`config.mk`:
```
export PLATFORM = sky130hd
export DESIGN_NAME = tss_front_flat
export DESIGN_NICKNAME = d
export VERILOG_FILES = /design/src/design/tss_pkg.sv /design/src/design/tss_if.sv /design/src/design/tss_front.sv /design/src/flat_wrapper.sv
export SDC_FILE = /design/constraint.sdc
export NUM_CORES = 1
export LEC_CHECK = 0
export ABC_AREA = 1
export CAP_MARGIN = 20
export CORE_ASPECT_RATIO = 1.1
export CORE_MARGIN = 2
export CORE_UTILIZATION = 29
export CTS_BUF_LIST = sky130_fd_sc_hd__clkbuf_2 sky130_fd_sc_hd__clkbuf_4 sky130_fd_sc_hd__clkbuf_8
export DETAILED_ROUTE_END_ITERATION = 10
export DONT_BUFFER_PORTS = 1
export HOLD_SLACK_MARGIN = 0.15
export MAX_ROUTING_LAYER = met4
export PLACE_DENSITY = 0.52
export SKIP_CTS_REPAIR_TIMING = 1
export SYNTH_ARGS = -nofsm -noshare
export SYNTH_HDL_FRONTEND = slang
export SYNTH_SLANG_ARGS = --single-unit
```
`constraint.sdc`:
```
create_clock -name clk -period 12.3 [get_ports clk]
set_input_delay 2.46 -clock clk [delete_from_list [all_inputs] [get_ports clk]]
set_output_delay 2.46 -clock clk [all_outputs]
set_load 0.02 [all_outputs]
```
`src/design/tss_pkg.sv`:
```
// ----------------------------------------------------------------------------
// tss_pkg
// Shared types and constants for the disciplined clock slew unit.
// ----------------------------------------------------------------------------
package tss_pkg;

  localparam int TIME_W          = 64;
  localparam int SLOPE_W         = 32;
  localparam int TOL_W           = 63;
  localparam int FRAC_W          = 17;
  localparam int CFG_INDEX_W     = 8;
  localparam int CFG_DATA_W      = 64;
  localparam int PROD_W          = TIME_W + SLOPE_W;
  localparam int SLOPE_FRAC_BITS = 30;  // Q2.30 rate
  localparam int LIMIT_FRAC_BITS = 16;  // Q1.16 fraction

  localparam logic [TOL_W-1:0]  TOL_RESET  = 63'd1000000;
  localparam logic [FRAC_W-1:0] FRAC_RESET = 17'd6554;

  localparam logic [CFG_INDEX_W-1:0] CFG_TOLERANCE = 8'd0;
  localparam logic [CFG_INDEX_W-1:0] CFG_FRACTION  = 8'd1;

  localparam logic [TIME_W-1:0] TIME_MIN = 64'h8000_0000_0000_0000;
  localparam logic [TIME_W-1:0] TIME_MAX = 64'h7FFF_FFFF_FFFF_FFFF;

  typedef enum logic {
    OP_REF  = 1'b0,
    OP_TICK = 1'b1
  } tss_op_t;

  // word handed from the front to the back: reference time or elapsed local time
  typedef struct packed {
    tss_op_t             op;
    logic [TIME_W-1:0]   value;
    logic [SLOPE_W-1:0]  slope;
  } tss_entry_t;

  typedef struct packed {
    logic [TOL_W-1:0]  tolerance;
    logic [FRAC_W-1:0] fraction;
  } tss_cfg_t;

  typedef enum logic [3:0] {
    S_IDLE,
    S_REF_OFS,
    S_REF_CMP,
    S_MAG,
    S_MUL_LO,
    S_MUL_HI,
    S_MUL_RES,
    S_CLAMP,
    S_UPDATE,
    S_EMIT
  } tss_state_t;

endpackage

```
`src/design/tss_if.sv`:
```
// ----------------------------------------------------------------------------
// tss channel interfaces
// Item, result and configuration channels with valid/ready handshakes.
// ----------------------------------------------------------------------------
interface tss_item_if;
  logic                              valid;
  logic                              ready;
  tss_pkg::tss_op_t                  op;
  logic signed [tss_pkg::TIME_W-1:0] time_value;
  logic [tss_pkg::SLOPE_W-1:0]       slope;

  modport source (output valid, output op, output time_value, output slope, input ready);
  modport sink   (input valid, input op, input time_value, input slope, output ready);
endinterface


```
`src/design/tss_front.sv`:
```
// ----------------------------------------------------------------------------
// tss_front
// Accepts input words, classifies them and turns tick times into elapsed time.
// ----------------------------------------------------------------------------
module tss_front (
  input  logic                clk,
  input  logic                rst,
  tss_item_if.sink            item,
  output logic                q_valid,
  output tss_pkg::tss_entry_t q_entry,
  input  logic                q_ready
);

  logic                        stage_valid;
  logic [tss_pkg::TIME_W-1:0]  last_local;
  logic [tss_pkg::TIME_W-1:0]  base;
  tss_pkg::tss_entry_t         entry_next;
  logic                        accept;

  assign item.ready = !stage_valid || q_ready;
  assign accept     = item.valid && item.ready;
  assign q_valid    = stage_valid;

  always_comb begin
    // a zero last local time means no tick yet: elapsed is zero
    base             = (last_local == '0) ? item.time_value : last_local;
    entry_next.op    = item.op;
    entry_next.slope = item.slope;
    unique case (item.op)
      tss_pkg::OP_REF:  entry_next.value = item.time_value;
      tss_pkg::OP_TICK: entry_next.value = item.time_value - base;
      default:          entry_next.value = item.time_value;
    endcase
  end

  always_ff @(posedge clk) begin
    if (rst) begin
      stage_valid <= 1'b0;
      last_local  <= '0;
    end else begin
      if (accept) begin
        stage_valid <= 1'b1;
        if (item.op == tss_pkg::OP_TICK) begin
          last_local <= item.time_value;
        end
      end else if (q_ready) begin
        stage_valid <= 1'b0;
      end
    end
  end

  always_ff @(posedge clk) begin
    if (accept) begin
      q_entry <= entry_next;
    end
  end

endmodule

```
`src/flat_wrapper.sv`:
```
// flat-port wrapper written by rule: the top's interface ports become plain ports
module tss_front_flat 
  (clk, rst, q_valid, q_entry, q_ready, item_valid, item_op, item_time_value, item_slope, item_ready);
  tss_item_if item_i ();
  input  logic clk;
  input  logic rst;
  output logic q_valid;
  output tss_pkg::tss_entry_t q_entry;
  input  logic q_ready;
  input wire logic [$bits(item_i.valid)-1:0] item_valid;
  input wire logic [$bits(item_i.op)-1:0] item_op;
  input wire logic [$bits(item_i.time_value)-1:0] item_time_value;
  input wire logic [$bits(item_i.slope)-1:0] item_slope;
  output wire logic [$bits(item_i.ready)-1:0] item_ready;
  assign item_i.valid = item_valid;
  assign item_i.op = item_op;
  assign item_i.time_value = item_time_value;
  assign item_i.slope = item_slope;
  assign item_ready = item_i.ready;
  tss_front u_core (.clk(clk), .rst(rst), .item(item_i), .q_valid(q_valid), .q_entry(q_entry), .q_ready(q_ready));
endmodule
```
# Word-level counts from Yosys, hierarchy flattened
# Index checks and enable logic that the tools add are counted.
[op_classes] add_sub_neg=1 n_mux=4 bitwise_logic=1 n_reduce_logical=6
[ops] cell="one-hot mux 64 bit (2 select lines)" count=1
[ops] cell="logical NOT 64 bit" count=1
[ops] cell="two-way mux 64 bit" count=1
[ops] cell="subtractor 64 bit" count=1
[ops] cell="two-way mux 1 bit" count=2
[ops] cell="AND reduction 2 bit" count=1
[ops] cell="nonzero test 2 bit" count=1
[ops] cell="logical AND 1 bit" count=1
[ops] cell="logical NOT 1 bit" count=1
[ops] cell="logical OR 1 bit" count=1
[ops] cell="inverter 1 bit" count=1
[totals] regBits=162 output_inout_bits=99

# Longest topological paths before layout
[depth] word_depth=4 depth_mapped=26 mapped_depth_nobuf=24

# Least setup slack after synthesis
# OpenSTA, ideal clock, no wires.
[synth_timing] path_kind="input to register" startpoint="in item_valid" endpoint="reg u_core.last_local[43] (netlist bit)" setup_time_ps=86 arrival_time_ps=8220 required_ps=12214 path_slack_ps=3995 stages=6 n_path_buf=2 path_cell_list="inv_1 -> a21oi_1 -> nand2_1 -> clkbuf_1 -> buf_1 -> a211oi_1"
[synth_between] elab_chain_len=2
[synth_lines] item="from (decl)" line="flat_wrapper.sv:10" source="input wire logic [$bits(item_i.valid)-1:0] item_valid;"
[synth_lines] item="logical AND 1 bit" line="tss_front.sv:21" source="assign accept = item.valid && item.ready;"
[synth_lines] item="net u_core.accept" line="tss_front.sv:18" source="logic accept;"
[synth_lines] item="AND reduction 2 bit (no source line)"
[synth_lines] item="to (signal assigned)" line="tss_front.sv:44" source="last_local <= item.time_value;"
[synth_lines] item="to (decl)" line="tss_front.sv:15" source="logic [tss_pkg::TIME_W-1:0] last_local;"
# The timed path passes the listed nets, and every way through them passes these cells.
# A chain may end at the register's enable or synchronous reset.

# Worst setup path in the final report
[layout_timing] startpoint="in q_ready" endpoint="out item_ready"
[layout_between] elab_chain_len=1
[layout_lines] item="from (decl)" line="flat_wrapper.sv:9" source="input logic q_ready;"
[layout_lines] item="logical OR 1 bit" line="tss_front.sv:20" source="assign item.ready = !stage_valid || q_ready;"
[layout_lines] item="to (decl)" line="flat_wrapper.sv:14" source="output wire logic [$bits(item_i.ready)-1:0] item_ready;"
# No other way between the ends.

==> results.json <==
{
  "outcome": "finished, final reports clean",
  "clock_sinks": 162,
  "clock_path_buffers": 2,
  "avgSynthCellArea_um2": 6.39,
  "rsz0062_at_grt": "no",
  "synth_nets": 2148,
  "slew_headroom_pct": 46.7,
  "die_y_um": 223,
  "worstSetupPathType": "in -> out",
  "clk_pin_slew_ns": 0.09,
  "drv_cap": 0,
  "setup_violations": 0,
  "ys_ff_latch": 162,
  "synth-simple-area-share_pct": 35.3,
  "arrival_ns": 2.75,
  "startpoint_type": "primary input",
  "yosysWarningCount": 0,
  "nNetsFinal": 2125,
  "cp.buffers_inverters": 1,
  "dieArea_um2": 45400,
  "clock_skew_ns": 0.0184,
  "vias": 11500,
  "fmax_mhz": 192,
  "wirelength_um": 41200,
  "drt_iter0_markers": 702,
  "yosys-mux-area-fraction_pct": 0,
  "synth_xor_area_share_pct": 1.94,
  "hpwl_um": 34000,
  "detail-route-antenna-nets": 0,
  "grt_max_degree": 117,
  "cts-root-buf": "clkbuf_8",
  "fin_crit_ns": 5.21,
  "std_cell_rows": 80,
  "p_leak_uw": 0.00707,
  "timing.final.ws_setup_ns": 7.09,
  "track_usage_pct": 19.0,
  "area_growth_pct": 7.54,
  "tightest_slew_ns": 0.799,
  "ys_seq_area_share_pct": 33.3,
  "tritoncts": "built",
  "antenna_found_initial": 0,
  "num-fill-cells": 4882,
  "drt-wirelength-per-cell_um": 16.2,
  "place_ws_ns": 7.09,
  "p_total_uw": 1530,
  "synth_area_um2": 12700,
  "synthCells": 1983,
  "yosysUniqueCellTypes": 35,
  "drc_errors": 0,
  "timing.critical_path.max_delay_family": "simple AND/OR/NAND/NOR gates",
  "antenna_cells": 0,
  "floorplan.initialDensity_pct": 29.3,
  "final-hold-violation-count": 0,
  "overflow": 0,
  "grt_pass1_vias": 10900,
  "grt_first_pass_wirelength_um": 63000,
  "report.final.slew_viol_count": 0,
  "synth_top_family_by_area": "simple AND/OR/NAND/NOR gates",
  "die_w_um": 203,
  "cp_max_fo": 2,
  "cts-htree-levels": 4,
  "path_cells": "inv_1, nand2_1",
  "synth_fa_ha_area_share_pct": 6.38,
  "hp-class": "reg -> reg",
  "drive_above_1_share_pct": 5.07,
  "io_buffers": 0,
  "slowest_stage": "nand2_1",
  "clk_latency_ns": 0.52,
  "post-route-util_pct": 31.5,
  "core_region_area_um2": 43200,
  "p_per_area_nw_per_um2": 113,
  "setup_tns_ns": 0,
  "ir_drop_v": 0.0000679,
  "viasPerCell": 4.52,
  "period_share_pct": 42.3,
  "gp_congestion": 0.951,
  "crit_path_end_kind": "output pin",
  "synth_compound_area_share_pct": 9.69,
  "io-pin-count": 200,
  "critPathRequiredTime_ns": 9.84,
  "hold_ws_ns": 0.490,
  "max_stage_delay_ns": 0.18,
  "drt-pass1-iter-count": 5,
  "cts_made_buffers": 17
}
==> routing by layer <==
metal / up-vias / share of wire [%] / track usage (%)
met1: 5101 / 44 / 22.1
met2: 231 / 49 / 32.3
li1: 6118 / - / -
met4: 0 / 3.3 / 7.35
met5: - / 0 / -
met3: 52 / 4.0 / 3.51
==> power by group <==
part | switching, uW | internal, uW
combinational | 308 | 147
clock | 245 | 153
sequential | 52.0 | 630
total | 605 | 930
==> cells in the mapped netlist <==
cell type | n | area share (%)
nand2_1 | 706 | 21
inv_1 | 389 | 12
nor2_1 | 197 | 5.8
edfxtp_1 | 97 | 23
nand3_1 | 73 | 2.9
dfxtp_1 | 65 | 10
a211oi_1 | 64 | 3.8
ha_1 | 63 | 6.2
o21ai_0 | 49 | 1.9
o21ai_1 | 48 | 1.9
a21oi_1 | 47 | 1.9
clkbuf_1 | 31 | 0.92
nand2_2 | 30 | 1.5
xnor2_1 | 27 | 1.9
nand4_1 | 26 | 1.3
nor2_2 | 12 | 0.59
nor3_1 | 10 | 0.39
nand3b_1 | 8 | 0.47
nand3_2 | 7 | 0.55
buf_2 | 6 | 0.24
buf_6 | 5 | 0.44
buf_4 | 3 | 0.18
nor3_2 | 3 | 0.24
buf_1 | 2 | 0.059
inv_2 | 2 | 0.059
nor3_4 | 2 | 0.26
nor4_2 | 2 | 0.20
o21bai_1 | 2 | 0.12
a21boi_2 | 1 | 0.089
and2_1 | 1 | 0.049
clkinv_1 | 1 | 0.030
fa_1 | 1 | 0.16
nor2_4 | 1 | 0.089
or2_2 | 1 | 0.049
xor2_1 | 1 | 0.069
==> layout make-up <==
class / count / area (um^2) / share of cell area [%]
inverter: 392 / 1470 / 10.8
multi-input combinational: 1382 / 6780 / 49.7
sequential: 162 / 4210 / 30.9
clock inverter: 15 / 163 / 1.19
timing repair buffer: 5 / 50.0 / 0.367
tap: 574 / 718 / 5.27
clock buffer: 17 / 234 / 1.72
==> metrics by stage <==
stage,cells,area [um^2]
floorplan,1983,12700
global placement,2514,13200
detailed placement,2514,13200
CTS,2546,13600
global route,2547,13600
finish,2547,13600
==> cell usage in the layout (no fill, tap or decap), types with 3 or more instances in the layout <==
cell / Yosys / routed
a211oi_1: 64 / 64
a21oi_1: 47 / 46
buf_4: 3 / 4
clkbuf_8: 0 / 17
clkinv_4: 0 / 3
clkinv_8: 0 / 3
dfxtp_1: 65 / 65
edfxtp_1: 97 / 97
ha_1: 63 / 63
inv_1: 389 / 388
inv_2: 2 / 3
inv_8: 0 / 6
nand2_1: 706 / 705
nand2_2: 30 / 29
nand3_1: 73 / 73
nand3_2: 7 / 7
nand3b_1: 8 / 8
nand4_1: 26 / 26
nor2_1: 197 / 197
nor2_2: 12 / 12
nor3_1: 10 / 10
nor3_2: 3 / 3
o21ai_0: 49 / 49
o21ai_1: 48 / 48
xnor2_1: 27 / 27
==> final timing paths <==
| check | start | to | slack, ns | cells after the start |
|---|---|---|---|---|
| setup / recovery | q_ready | item_ready | 7.09 | 2 |
| hold / removal | u_core.last_local[36] | u_core.last_local[36] | 0.49 | 2 |
| setup reg to reg | u_core.last_local[30] | u_core.q_entry[92] | 7.95 | 21 |
| hold reg to reg | u_core.last_local[36] | u_core.last_local[36] | 0.49 | 2 |
==> cell families after synthesis <==
group | count (synthesis)
compound gates | 211
xor+xnor | 28
fa+ha+maj | 64
buf+inv | 439
flops | 162
simple gates | 1079
==> flip-flops by register name, summed over array words and instances (netlist names) <==
| register | flops |
|---|---|
| u_core.last_local | 64 |
| u_core.q_entry | 97 |
| u_core.q_valid | 1 |
No activity file was read; power rests on OpenSTA's default activity.
