[src/design/tss_pkg.sv]
// ----------------------------------------------------------------------------
// tss_pkg
// Shared types and constants for the disciplined clock slew unit.
// ----------------------------------------------------------------------------
package tss_pkg;

  localparam int TIME_W          = 64;
  localparam int SLOPE_W         = 32;
  localparam int TOL_W           = 63;
  localparam int FRAC_W          = 17;
  localparam int CFG_INDEX_W     = 8;
  localparam int CFG_DATA_W      = 64;
  localparam int PROD_W          = TIME_W + SLOPE_W;
  localparam int SLOPE_FRAC_BITS = 30;  // Q2.30 rate
  localparam int LIMIT_FRAC_BITS = 16;  // Q1.16 fraction

  localparam logic [TOL_W-1:0]  TOL_RESET  = 63'd1000000;
  localparam logic [FRAC_W-1:0] FRAC_RESET = 17'd6554;

  localparam logic [CFG_INDEX_W-1:0] CFG_TOLERANCE = 8'd0;
  localparam logic [CFG_INDEX_W-1:0] CFG_FRACTION  = 8'd1;

  localparam logic [TIME_W-1:0] TIME_MIN = 64'h8000_0000_0000_0000;
  localparam logic [TIME_W-1:0] TIME_MAX = 64'h7FFF_FFFF_FFFF_FFFF;

  typedef enum logic {
    OP_REF  = 1'b0,
    OP_TICK = 1'b1
  } tss_op_t;

  // word handed from the front to the back: reference time or elapsed local time
  typedef struct packed {
    tss_op_t             op;
    logic [TIME_W-1:0]   value;
    logic [SLOPE_W-1:0]  slope;
  } tss_entry_t;

  typedef struct packed {
    logic [TOL_W-1:0]  tolerance;
    logic [FRAC_W-1:0] fraction;
  } tss_cfg_t;

  typedef enum logic [3:0] {
    S_IDLE,
    S_REF_OFS,
    S_REF_CMP,
    S_MAG,
    S_MUL_LO,
    S_MUL_HI,
    S_MUL_RES,
    S_CLAMP,
    S_UPDATE,
    S_EMIT
  } tss_state_t;

endpackage

[src/design/tss_queue.sv]
// ----------------------------------------------------------------------------
// tss_queue
// Short FIFO between the front and the back.
// ----------------------------------------------------------------------------
module tss_queue #(
  parameter int DEPTH = 2
) (
  input  logic                clk,
  input  logic                rst,
  input  logic                push_valid,
  output logic                push_ready,
  input  tss_pkg::tss_entry_t push_entry,
  output logic                pop_valid,
  input  logic                pop_ready,
  output tss_pkg::tss_entry_t pop_entry
);

  localparam int PTR_W = (DEPTH > 1) ? $clog2(DEPTH) : 1;
  localparam int CNT_W = $clog2(DEPTH + 1);

  tss_pkg::tss_entry_t mem [DEPTH];
  logic [PTR_W-1:0]    wr_ptr;
  logic [PTR_W-1:0]    rd_ptr;
  logic [CNT_W-1:0]    count;
  logic                push;
  logic                pop;

  assign push_ready = (count != CNT_W'(DEPTH));
  assign pop_valid  = (count != '0);
  assign push       = push_valid && push_ready;
  assign pop        = pop_valid && pop_ready;
  assign pop_entry  = mem[rd_ptr];

  always_ff @(posedge clk) begin
    if (rst) begin
      wr_ptr <= '0;
      rd_ptr <= '0;
      count  <= '0;
    end else begin
      if (push) begin
        wr_ptr <= (wr_ptr == PTR_W'(DEPTH - 1)) ? '0 : wr_ptr + 1'b1;
      end
      if (pop) begin
        rd_ptr <= (rd_ptr == PTR_W'(DEPTH - 1)) ? '0 : rd_ptr + 1'b1;
      end
      if (push && !pop) begin
        count <= count + 1'b1;
      end else if (pop && !push) begin
        count <= count - 1'b1;
      end
    end
  end

  always_ff @(posedge clk) begin
    if (push) begin
      mem[wr_ptr] <= push_entry;
    end
  end

endmodule

[config.mk]
export PLATFORM = sky130hd
export DESIGN_NAME = tss_queue
export DESIGN_NICKNAME = d
export VERILOG_FILES = /design/src/design/tss_pkg.sv /design/src/design/tss_queue.sv
export SDC_FILE = /design/constraint.sdc
export NUM_CORES = 1
export LEC_CHECK = 0
export BUFFER_PORTS_ARGS = -buffer_cell sky130_fd_sc_hd__buf_2
export CAP_MARGIN = 0
export CORE_MARGIN = 5
export CORE_UTILIZATION = 35
export DETAILED_ROUTE_END_ITERATION = 8
export PLACE_DENSITY = 0.55
export SLEW_MARGIN = 20
export SYNTH_ARGS = -nofsm -noshare
export SYNTH_HDL_FRONTEND = slang
export SYNTH_SLANG_ARGS = --single-unit
[constraint.sdc]
create_clock -name clk -period 4.6 [get_ports clk]
set_clock_uncertainty 0.15 [all_clocks]
set_input_delay 0.23 -clock clk [delete_from_list [all_inputs] [get_ports clk]]
set_output_delay 0.23 -clock clk [all_outputs]
set_load 0.02 [all_outputs]
=== Word level (Yosys, flattened, before mapping) ===
Memory sizes are Yosys's and may differ from the RTL's. A register that Yosys moved wholly into a read port is not among the register bits.
Index checks and enable logic that the tools add are counted.
W data, S select, Z words.

* Word-level logic and storage cells: 25
* ROM bits: 0
* Memory bits (writable): 194
* Output and inout port bits: 99
* Register bits after elaboration: 4
* Bits in latches: 0
* Memories: 1

* Equal/unequal tests: 1
* Magnitude comparators: 0
* Shift-type cells: 0
* Bitwise logic cells: 0
* $add $sub $neg: 4
* Reductions and logical operators: 8
* Muxes and demuxes: 8
* Divide/modulo/power cells: 0
* Multiply operators: 0

{| class="wikitable"
|+ Memory list
! memory !! words !! width !! rd ports !! clocked after memory_dff !! wr ports !! RTL line !! text
|-
| mem || 2 || 97 || 1 || 1 || 1 || tss_queue.sv:21 || <nowiki>tss_pkg::tss_entry_t mem [DEPTH];</nowiki>
|}

{| class="wikitable"
|+ Operator list
! cell !! count
|-
| $mux W1 || 6
|-
| $logic_and A1 B1 Y1 || 4
|-
| $mux W2 || 2
|-
| $reduce_bool A2 Y1 || 2
|-
| $add A1 B1 Y1 const B || 2
|-
| $add A2 B1 Y2 const B || 1
|-
| $logic_not A1 Y1 || 2
|-
| $ne A2 B2 Y1 const B || 1
|-
| $sub A2 B1 Y2 const B || 1
|}

=== Longest topological paths before layout ===
Gate-level depths: netlist of the first run.

* Word-level depth: 6
* Depth in mapped cells: 6
* Depth with buffers taken out: 6

=== Worst setup path after synthesis of the first run ===
OpenSTA, ideal clock, no wires.

* Kind: register -> register
* Start: register count[0]
* End: memory mem[1][0] (netlist bit), enable pin
* Slack: 0.959 ns
* Data arrival time: 3.024 ns
* Library setup time: 0.467 ns
* Stages on the path, launching flop included: 3
* Cells stage by stage: dfxtp_1 nand2b_1 and3_1

* Word-level cells in the longest chain between the ends: 4

{| class="wikitable"
|+ Ends and longest elaborated chain
! item !! RTL line !! text
|-
| from (decl) || tss_queue.sv:24 || <nowiki>logic [CNT_W-1:0] count;</nowiki>
|-
| from (signal assigned) || tss_queue.sv:47 || <nowiki>count <= count + 1'b1;</nowiki>
|-
| from (signal assigned) || tss_queue.sv:49 || <nowiki>count <= count - 1'b1;</nowiki>
|-
| $ne A2 B2 Y1 || tss_queue.sv:28 || <nowiki>assign push_ready = (count != CNT_W'(DEPTH));</nowiki>
|-
| named net push_ready || tss_queue.sv:11 || <nowiki>output logic push_ready,</nowiki>
|-
| $logic_and A1 B1 Y1 || tss_queue.sv:30 || <nowiki>assign push = push_valid && push_ready;</nowiki>
|-
| $mux W1 || tss_queue.sv:55 || <nowiki>if (push) begin</nowiki>
|-
| $mux W1 (implied by the code) || tss_queue.sv:56 || <nowiki>mem[wr_ptr] <= push_entry;</nowiki>
|-
| to (decl) || tss_queue.sv:21 ||
|}

The timed path passes the listed nets, and every way through them passes these cells.

==> results of run 1 <==
==> routing by layer <==
layer	global-route usage (%)	up-vias	part of all wire [%]
met4	4.331	0	1.3
li1	-	1909	-
met2	20.57	123	50
met5	0	-	0
met3	3.386	13	6.5
met1	15.29	1932	42
==> metrics by stage <==
stage	std cells	power (mW)	hold WS [ns]	setup slack [ns]
floorplan	326	3.402	0.1491	0.9590
global placement	793	3.810	0.2692	2.112
detailed placement	793	3.836	0.2716	2.007
CTS	924	5.423	0.09681	1.702
global route	925	5.588	0.1589	1.604
finish	925	5.343	0.1265	1.814
==> logic make-up (layout without fill, tap and decap cells) <==
group,after synthesis,in the layout,share of synthesized area (%)
DFF,199,199,80.74
muxes,97,97,16.42
adders and majority gates,1,1,0.1704
xor gates and xnor gates,3,3,0.3581
and+or+nand+nor,9,9,0.6822
buffers and inverters,12,336,1.227
AOI/OAI and AO/OA,5,5,0.4092
==> worst max-delay path, stage by stage, from the launching register on <==
cell and delay (ns):
dfxtp_4 1.02, buf_4 0.41, mux2_2 0.38, buf_2 0.16
==> power breakdown <==
group,switching (mW),internal [mW]
Sequential,0.144,2.27
Combinational,0.778,0.646
Clock,0.651,0.859
Total,1.57,3.77
==> cell type report <==
| type | count | share of cell area [%] |
|---|---|---|
| timing repair buffer | 303 | 19.93 |
| multi-input combinational | 115 | 12.95 |
| sequential | 199 | 57.81 |
| tap | 275 | 3.354 |
| clock inverter | 15 | 1.720 |
| inverter | 1 | 0.08539 |
| clock buffer | 17 | 4.147 |
==> placed cells by master (no fill, tap or decap), types with 3 or more instances in the layout <==
master,Yosys,routed
buf_2,6,199
inv_6,0,3
nor2_1,3,3
buf_4,0,4
dfxtp_1,5,4
bufinv_16,0,3
mux2_2,67,67
mux2_4,30,30
clkinv_2,0,3
clkinvlp_4,0,4
clkbuf_16,0,17
edfxtp_1,194,194
dlygate4sd3_1,0,99
xor2_1,3,3
==> sequential cells by signal, indices dropped and copies added, names as in the netlist, named ones only <==
register and count:
wr_ptr 1, rd_ptr 1, count 2, mem 194
==> path summary, 6_finish.rpt <==
kind         startpoint            end  slack (ns)  depth (start not counted)
min           pop_ready         rd_ptr        0.13                          4
max reg2reg    count[0]      mem[0][8]        2.26                          4
min reg2reg      rd_ptr         rd_ptr        0.37                          2
max                flop  pop_entry[19]        1.81                          3
==> flow_summary.ini, run 1 <==
[timing]
relSlewSlack_pct = 31.16
finalSetupViolations = 0
timing.fmax_mhz = 358.9
tightestPinTransition_ns = 1.033
fin_crit_sh_pct = 60.57
drv_slew = 0
fin_crit_ns = 2.786
rsz0062_at_grt = false
final.setup.tns_ns = 0
finalHoldViolCount = 0

[die]
io_pins = 200
die_w_um = 154.8
row_count = 53
die-area_mm2 = 0.02397
core-area_mm2 = 0.02082
dieHeight_um = 154.8
start_util_pct = 35.25

[worst_hold_path]
hold_path.class = in -> reg

[clocking]
insertion_delay_ns = 0.42
clk_pin_slew_worst_paths_ns = 0.07
cts_buffer_depth = 2
hold_buffers = 99
numCtsBuffers = 17
cts_tree = built
cts-root-buf = clkbuf_16
cts.sinks = 199
htreeDepth = 4
post-cts-setup-buffer-count = 0
post_cts_resized = 0

[detailed_routing]
drc = 0
drt-wirelength-per-cell_um = 15.82
drt_iter0_markers = 189
antenna_left = 0
wirelength_um = 14630
vias = 3977
dr.pass1.iters = 4
vias_per_cell = 4.299

[cells_and_area]
num_antenna_cells = 0
ff_latch_area_mm2 = 0.005929
multi_input_area_mm2 = 0.001329
fillerInstances = 1836
final_core_util_pct = 49.26
final_nets = 739
final_cell_area_mm2 = 0.01026
drive_above_1_share_pct = 51.85
area_delta_synth_final_pct = 39.75

[critical_path]
critPathCaptureType = primary output
crit_type = reg -> out
cp-start-kind = flop
cp_data_arrival_time_ns = 2.41
crit_required_ns = 4.22
critical_path.max_fanout = 67

[synthesis]
yosysMostFrequentCell = edfxtp_1
synth_nets = 428
synth_area_per_cell_um2 = 22.51
yosys.area.top_type = edfxtp_1
synthFlopType = edfxtp_1
synth_edf_count = 194
synth_area_leaders = edfxtp_1, mux2_2, mux2_4
ys_top_cells_by_count = edfxtp_1, mux2_2, mux2_4
syn_area_mm2 = 0.007340
ys_warn_count = 0
synth.top_cell.area_share_pct = 79.37
syn_inst = 326
synth-seq-cells = 199
yosysUniqueCellTypes = 19
synth_seq_area_share_pct = 80.74
ys_async_sr_fraction_pct = 0

[pwr]
leakage_nw = 3.883
p_per_area_mw_per_mm2 = 520.8
vdd_ir_drop_max_uv = 417.2

[status]
status = finished, final reports clean

[global_routing]
overflow = 0
antenna_found_initial = 0
grt_pass1_wl_um = 22780
grt_usage_pct = 12.25
grt_max_degree = 83
grt_pass1_vias = 4411

[place]
port_buffers = 199
placed_cell_area_mm2 = 0.008635
gp_congestion = 0.7229
dp_hpwl_um = 9339

[flow_run]
maxCapViolCount = 0
Power figures use the tool's default switching activity.
==> run 2: changes to the inputs <==
PLACE_DENSITY = 0.57   (was 0.55)
clock period = 2.5 ns   (was 4.6 ns; I/O delays follow)
==> run 2 against run 1 <==
Net effect:
- worst hold slack worse by 0.074 ns
- final area hardly changed
- clock-buffer cell count stayed put
- largest power group unchanged
- first-iteration DRC count is 7.4% higher
- critical endpoint is now pop_entry[79]
==> flow_summary.ini, run 2 (same netlist as run 1, synthesis figures left out) <==
[worst_hold_path]
hold_path.class = in -> reg
worstHoldStart = pop_ready
hold-path-cell-count = 4
hold_end = rd_ptr

[status]
status = finished, final reports clean

[timing]
timing.fmax_mhz = 471.6
relSlewSlack_pct = 61.34
rsz0062_at_grt = false
finalWorstSetupSlack_ns = 0.3798
hold_slack_ns = 0.05292
fin_crit_sh_pct = 84.81
finalSetupViolations = 0
fin_crit_ns = 2.120
tightestPinTransition_ns = 0.5799
drv_slew = 0
finalHoldViolCount = 0

[die]
dieHeight_um = 154.8
start_util_pct = 35.25
die-area_mm2 = 0.02397
io_pins = 200
die_w_um = 154.8
core-area_mm2 = 0.02082
row_count = 53

[critical_path]
r2r_end = mem[0][76]
worst-r2r-setup-slack_ns = 0.63
r2r-start = count[0]
critPathTopFamily = flip-flops
cp-start-kind = flop
critPathCaptureType = primary output
max_stage_delay_ns = 0.60
crit_required_ns = 2.23
cp_data_arrival_time_ns = 1.85
worstRegToRegCells = 4
path_buf_inv = 2
path_cells = buf_12 > mux2_2 > buf_2
critical_path.max_fanout = 33
cpMaxStageDelayCell = dfxtp_4
crit_type = reg -> out

[detailed_routing]
antenna_left = 0
dr.pass1.iters = 4
drt_iter0_markers = 203
vias = 4081
wirelength_um = 14780
drc = 0
drt-wirelength-per-cell_um = 15.93
vias_per_cell = 4.398

[pwr]
clock_power_share_pct = 26.0
vdd_ir_drop_max_uv = 599.0
switching_power_mw = 2.935
leakage_nw = 3.882
p_total_mw = 9.642
p_int_mw = 6.708
seqPwrFrac_pct = 44.9
p_comb_share_pct = 29.1
p_per_area_mw_per_mm2 = 939.8
swShare_pct = 30.44

[cells_and_area]
reg.largest.list = mem x194, count x2
most-common-layout-cells = buf_2, edfxtp_1, dlygate4sd3_1
num_antenna_cells = 0
drive_above_1_share_pct = 52.53
ff_latch_area_mm2 = 0.005931
area_delta_synth_final_pct = 39.79
multi_input_area_mm2 = 0.001336
largest_register = mem
final_cells = 928
fillerInstances = 1767
final_nets = 742
final_core_util_pct = 49.27
final_common_cell = buf_2
largest_reg_flops = 194

[clocking]
clk_pin_slew_worst_paths_ns = 0.07
post-cts-setup-buffer-count = 0
cts-root-buf = clkbuf_16
numCtsBuffers = 17
insertion_delay_ns = 0.42
cts_tree = built
htreeDepth = 4
cts.sinks = 199
post_cts_resized = 0
hold_buffers = 99
cts_buffer_depth = 2

[place]
port_buffers = 199
dp_hpwl_um = 9679
gp_congestion = 0.8004
dp_slack_ns = 0.6565
placed_cells = 797

[global_routing]
grt_pass1_vias = 4596
antenna_found_initial = 0
grt_max_degree = 94
grt_usage_pct = 12.48
overflow = 0
grt_pass1_wl_um = 23250

[flow_run]
maxCapViolCount = 0
run 2: metrics by stage:
stage	cell area, um^2	TNS, ns
floorplan	7353	-12.77
global placement	8725	0
detailed placement	8725	0
CTS	10260	0
global route	10260	0
finish	10260	0
run 2: worst max-delay path by stage:
stage	startpoint	end	slack [ns]	cells past startpoint
after floorplan	count[0]	mem[0][0]	-0.13	3
after global placement	count[0]	mem[0][56]	0.70	4
after detailed placement	count[0]	mem[0][57]	0.66	4
after CTS	flop	pop_entry[79]	0.31	3
after global routing	flop	pop_entry[79]	0.25	3
final	flop	pop_entry[79]	0.38	3
run 2: worst min-delay path, stage by stage:
cell	delay [ns]
buf_2	0.09
o21ai_0	0.16
xor2_1	0.12
nor2_1	0.08
run 2: cell type report:
class                           instances  share of cell area (%)
Sequential cell                       199                   57.81
Timing Repair Buffer                  306                   20.44
Multi-Input combinational cell        115                   13.02
Clock buffer                           17                   4.146
Tap cell                              275                   3.354
Clock inverter                         15                   1.159
Inverter                                1                 0.07317
run 2: power by group through the flow:
stage	logic, mW	clock network [mW]	registers [mW]
final	2.81	2.50	4.33
after global routing	3.00	2.76	4.38
after CTS	2.86	2.59	4.35
after detailed placement	2.73	0	4.42
after global placement	2.70	0	4.39
after floorplan	1.93	0	4.33
run 2: routing by layer:
metal	part of all wire, %	vias to the layer above	global-route usage (%)	routed length (um)
met2	51	137	22.03	7578
met4	1.3	0	3.995	190
met5	0	-	0	0
met3	7.0	18	4.365	1037
li1	-	1922	-	-
met1	40	2004	14.20	5974
==> run 3: changes to the inputs <==
ABC_AREA = 1   (was unset)
clock period = 1.7 ns   (was 2.5 ns; I/O delays follow)
==> run 3 against run 2 <==
Net effect:
- the flow now finishes with violations (setup timing)
- critical endpoint is now pop_entry[20]
- critical path type unchanged
- area after synthesis is 0.22% higher
- worst setup slack lost 0.54 ns
- first-iteration DRC count shrank 16%
- largest cell class unchanged
- final area rose by 14%
==> flow_summary.ini, run 3 <==
[timing]
fin_crit_ns = 1.865
finalWorstSetupSlack_ns = -0.1646
drv_slew = 0
finalHoldViolCount = 0
relSlewSlack_pct = 73.89
timing.fmax_mhz = 536.3
final.setup.tns_ns = -13.15
fin_crit_sh_pct = 109.7
hold_slack_ns = 0.2376
tightestPinTransition_ns = 0.3917
rsz0062_at_grt = true
finalSetupViolations = 96

[synthesis]
synth-seq-cells = 199
synth.top_cell.area_share_pct = 79.20
ys_top_cells_by_count = edfxtp_1, mux2_2, mux2_4
synth_edf_count = 194
synthFlopType = edfxtp_1
ys_async_sr_fraction_pct = 0
synth_seq_area_share_pct = 80.56
yosys.area.top_type = edfxtp_1
synth_nets = 441
syn_area_mm2 = 0.007356
synth_area_per_cell_um2 = 21.70
ys_warn_count = 0
yosysMostFrequentCell = edfxtp_1
yosysUniqueCellTypes = 14
syn_inst = 339
synth_area_leaders = edfxtp_1, mux2_2, mux2_4

[clocking]
numCtsBuffers = 17
insertion_delay_ns = 0.42
clk_pin_slew_worst_paths_ns = 0.07
htreeDepth = 4
cts_tree = built
cts_buffer_depth = 2
cts.sinks = 199
cts-root-buf = clkbuf_16

[cells_and_area]
largest_reg_flops = 194
fillerInstances = 1601
final_common_cell = edfxtp_1
largest_register = mem
final_cells = 960
most-common-layout-cells = edfxtp_1, buf_2, dlygate4sd3_1
num_antenna_cells = 0
area_delta_synth_final_pct = 58.34
drive_above_1_share_pct = 52.41
reg.largest.list = mem x194, count x2
final_nets = 774

[global_routing]
overflow = 0
grt_pass1_wl_um = 25520
grt_pass1_vias = 4808
grt_max_degree = 63
grt_usage_pct = 13.81
antenna_found_initial = 0

[die]
start_util_pct = 35.21
die-area_mm2 = 0.02402
row_count = 53
die_w_um = 155.0
dieHeight_um = 155.0
io_pins = 200
core-area_mm2 = 0.02089

[worst_hold_path]
hold_end = mem[1][7]
worstHoldStart = push_entry[7]
hold_path.class = in -> reg
hold-path-cell-count = 2

[detailed_routing]
drc = 0
top_layer = met4
dr.pass1.iters = 4
wl_met2_um = 8883
met3_length_um = 913
antenna_left = 0
vias_per_cell = 4.471
vias = 4292
wl_met1_um = 6815
drt-wirelength-per-cell_um = 17.50
wirelength_um = 16800
drt_iter0_markers = 171

[place]
port_buffers = 199
dp_slack_ns = 0.1071
gp_congestion = 0.6943
placed_cells = 810
dp_hpwl_um = 9585

[pwr]
p_per_area_mw_per_mm2 = 1408
leakage_nw = 4.583
vdd_ir_drop_max_uv = 750.7
p_total_mw = 16.40

[status]
status = finished with violations
failed_checks = setup timing

[critical_path]
worstRegToRegCells = 5
critical_path.max_fanout = 8
max_stage_delay_ns = 0.35
crit_required_ns = 1.46
cpMaxStageDelayCell = dfxtp_4
crit_type = reg -> out
worst-r2r-setup-slack_ns = 0.08
r2r-start = count[0]
path_cells = buf_12 > buf_8 > buf_16 > mux2_4 > buf_6
r2r_end = mem[0][72]
critPathCaptureType = primary output
cp_data_arrival_time_ns = 1.63
cp-start-kind = flop

[flow_run]
maxCapViolCount = 0
-- run 3: how the worst max path moves through the flow --
stage | startpoint | to | slack (ns) | depth (start not counted)
floorplan | count[0] | mem[0][0] | -0.87 | 4
global placement | count[0] | mem[0][58] | 0.14 | 5
detailed placement | count[0] | mem[0][51] | 0.11 | 5
CTS | flop | pop_entry[70] | -0.20 | 5
global route | flop | pop_entry[70] | -0.22 | 5
finish | flop | pop_entry[20] | -0.16 | 5
-- run 3: area by class of cell --
cell class	count	area, um^2	share of cell area, %
Sequential cell	199	5931	50.92
Timing Repair Buffer	325	3161	27.14
Multi-Input combinational cell	121	1584	13.60
Clock buffer	17	425.4	3.652
Tap cell	275	344.1	2.954
Clock inverter	15	172.7	1.482
Inverter	8	30.03	0.2578
-- run 3: worst max-delay path: cells and delay by family, from the launching register on --
kind,cells,cell delay (ns)
mux,1,0.31
flops,1,0.35
buf+inv,4,0.54
-- run 3: kinds of logic after synthesis --
| family | after synthesis | share of synthesized area, % |
|---|---|---|
| DFF | 199 | 80.56 |
| buffers and inverters | 19 | 1.582 |
| and+or+nand+nor | 19 | 1.038 |
| adders and majority gates | 1 | 0.1701 |
| muxes | 97 | 16.38 |
| AOI/OAI and AO/OA | 4 | 0.2722 |
-- run 3: report_power, final --
group	internal, mW	switching [mW]	leakage, nW
sequential	6.20	0.182	1.85
clock	2.33	1.74	0.294
combinational	3.23	2.72	2.44
total	11.8	4.65	4.58
-- run 3: metrics by stage --
| stage | cell area, um^2 | utilization (%) |
|---|---|---|
| floorplan | 7387 | - |
| global placement | 8780 | 42.03 |
| detailed placement | 8780 | 42.03 |
| CTS | 11470 | 54.93 |
| global route | 11650 | 55.76 |
| finish | 11650 | 55.76 |
-- run 3: per-layer routing --
| layer | global-route usage (%) | up-vias |
|---|---|---|
| met2 | 24.54 | 127 |
| met5 | 0 | - |
| met4 | 3.701 | 0 |
| li1 | - | 1992 |
| met3 | 4.200 | 15 |
| met1 | 16.28 | 2158 |
-- run 3: timing repair --
action | in CTS | in global routing
gates resized for setup | 239 | 43
endpoints found under the hold margin | 199 | 0
endpoints found under the setup margin | 91 | 96
hold buffers | 100 | 0
cloned | 8 | 1
buffers inserted | 9 | 0
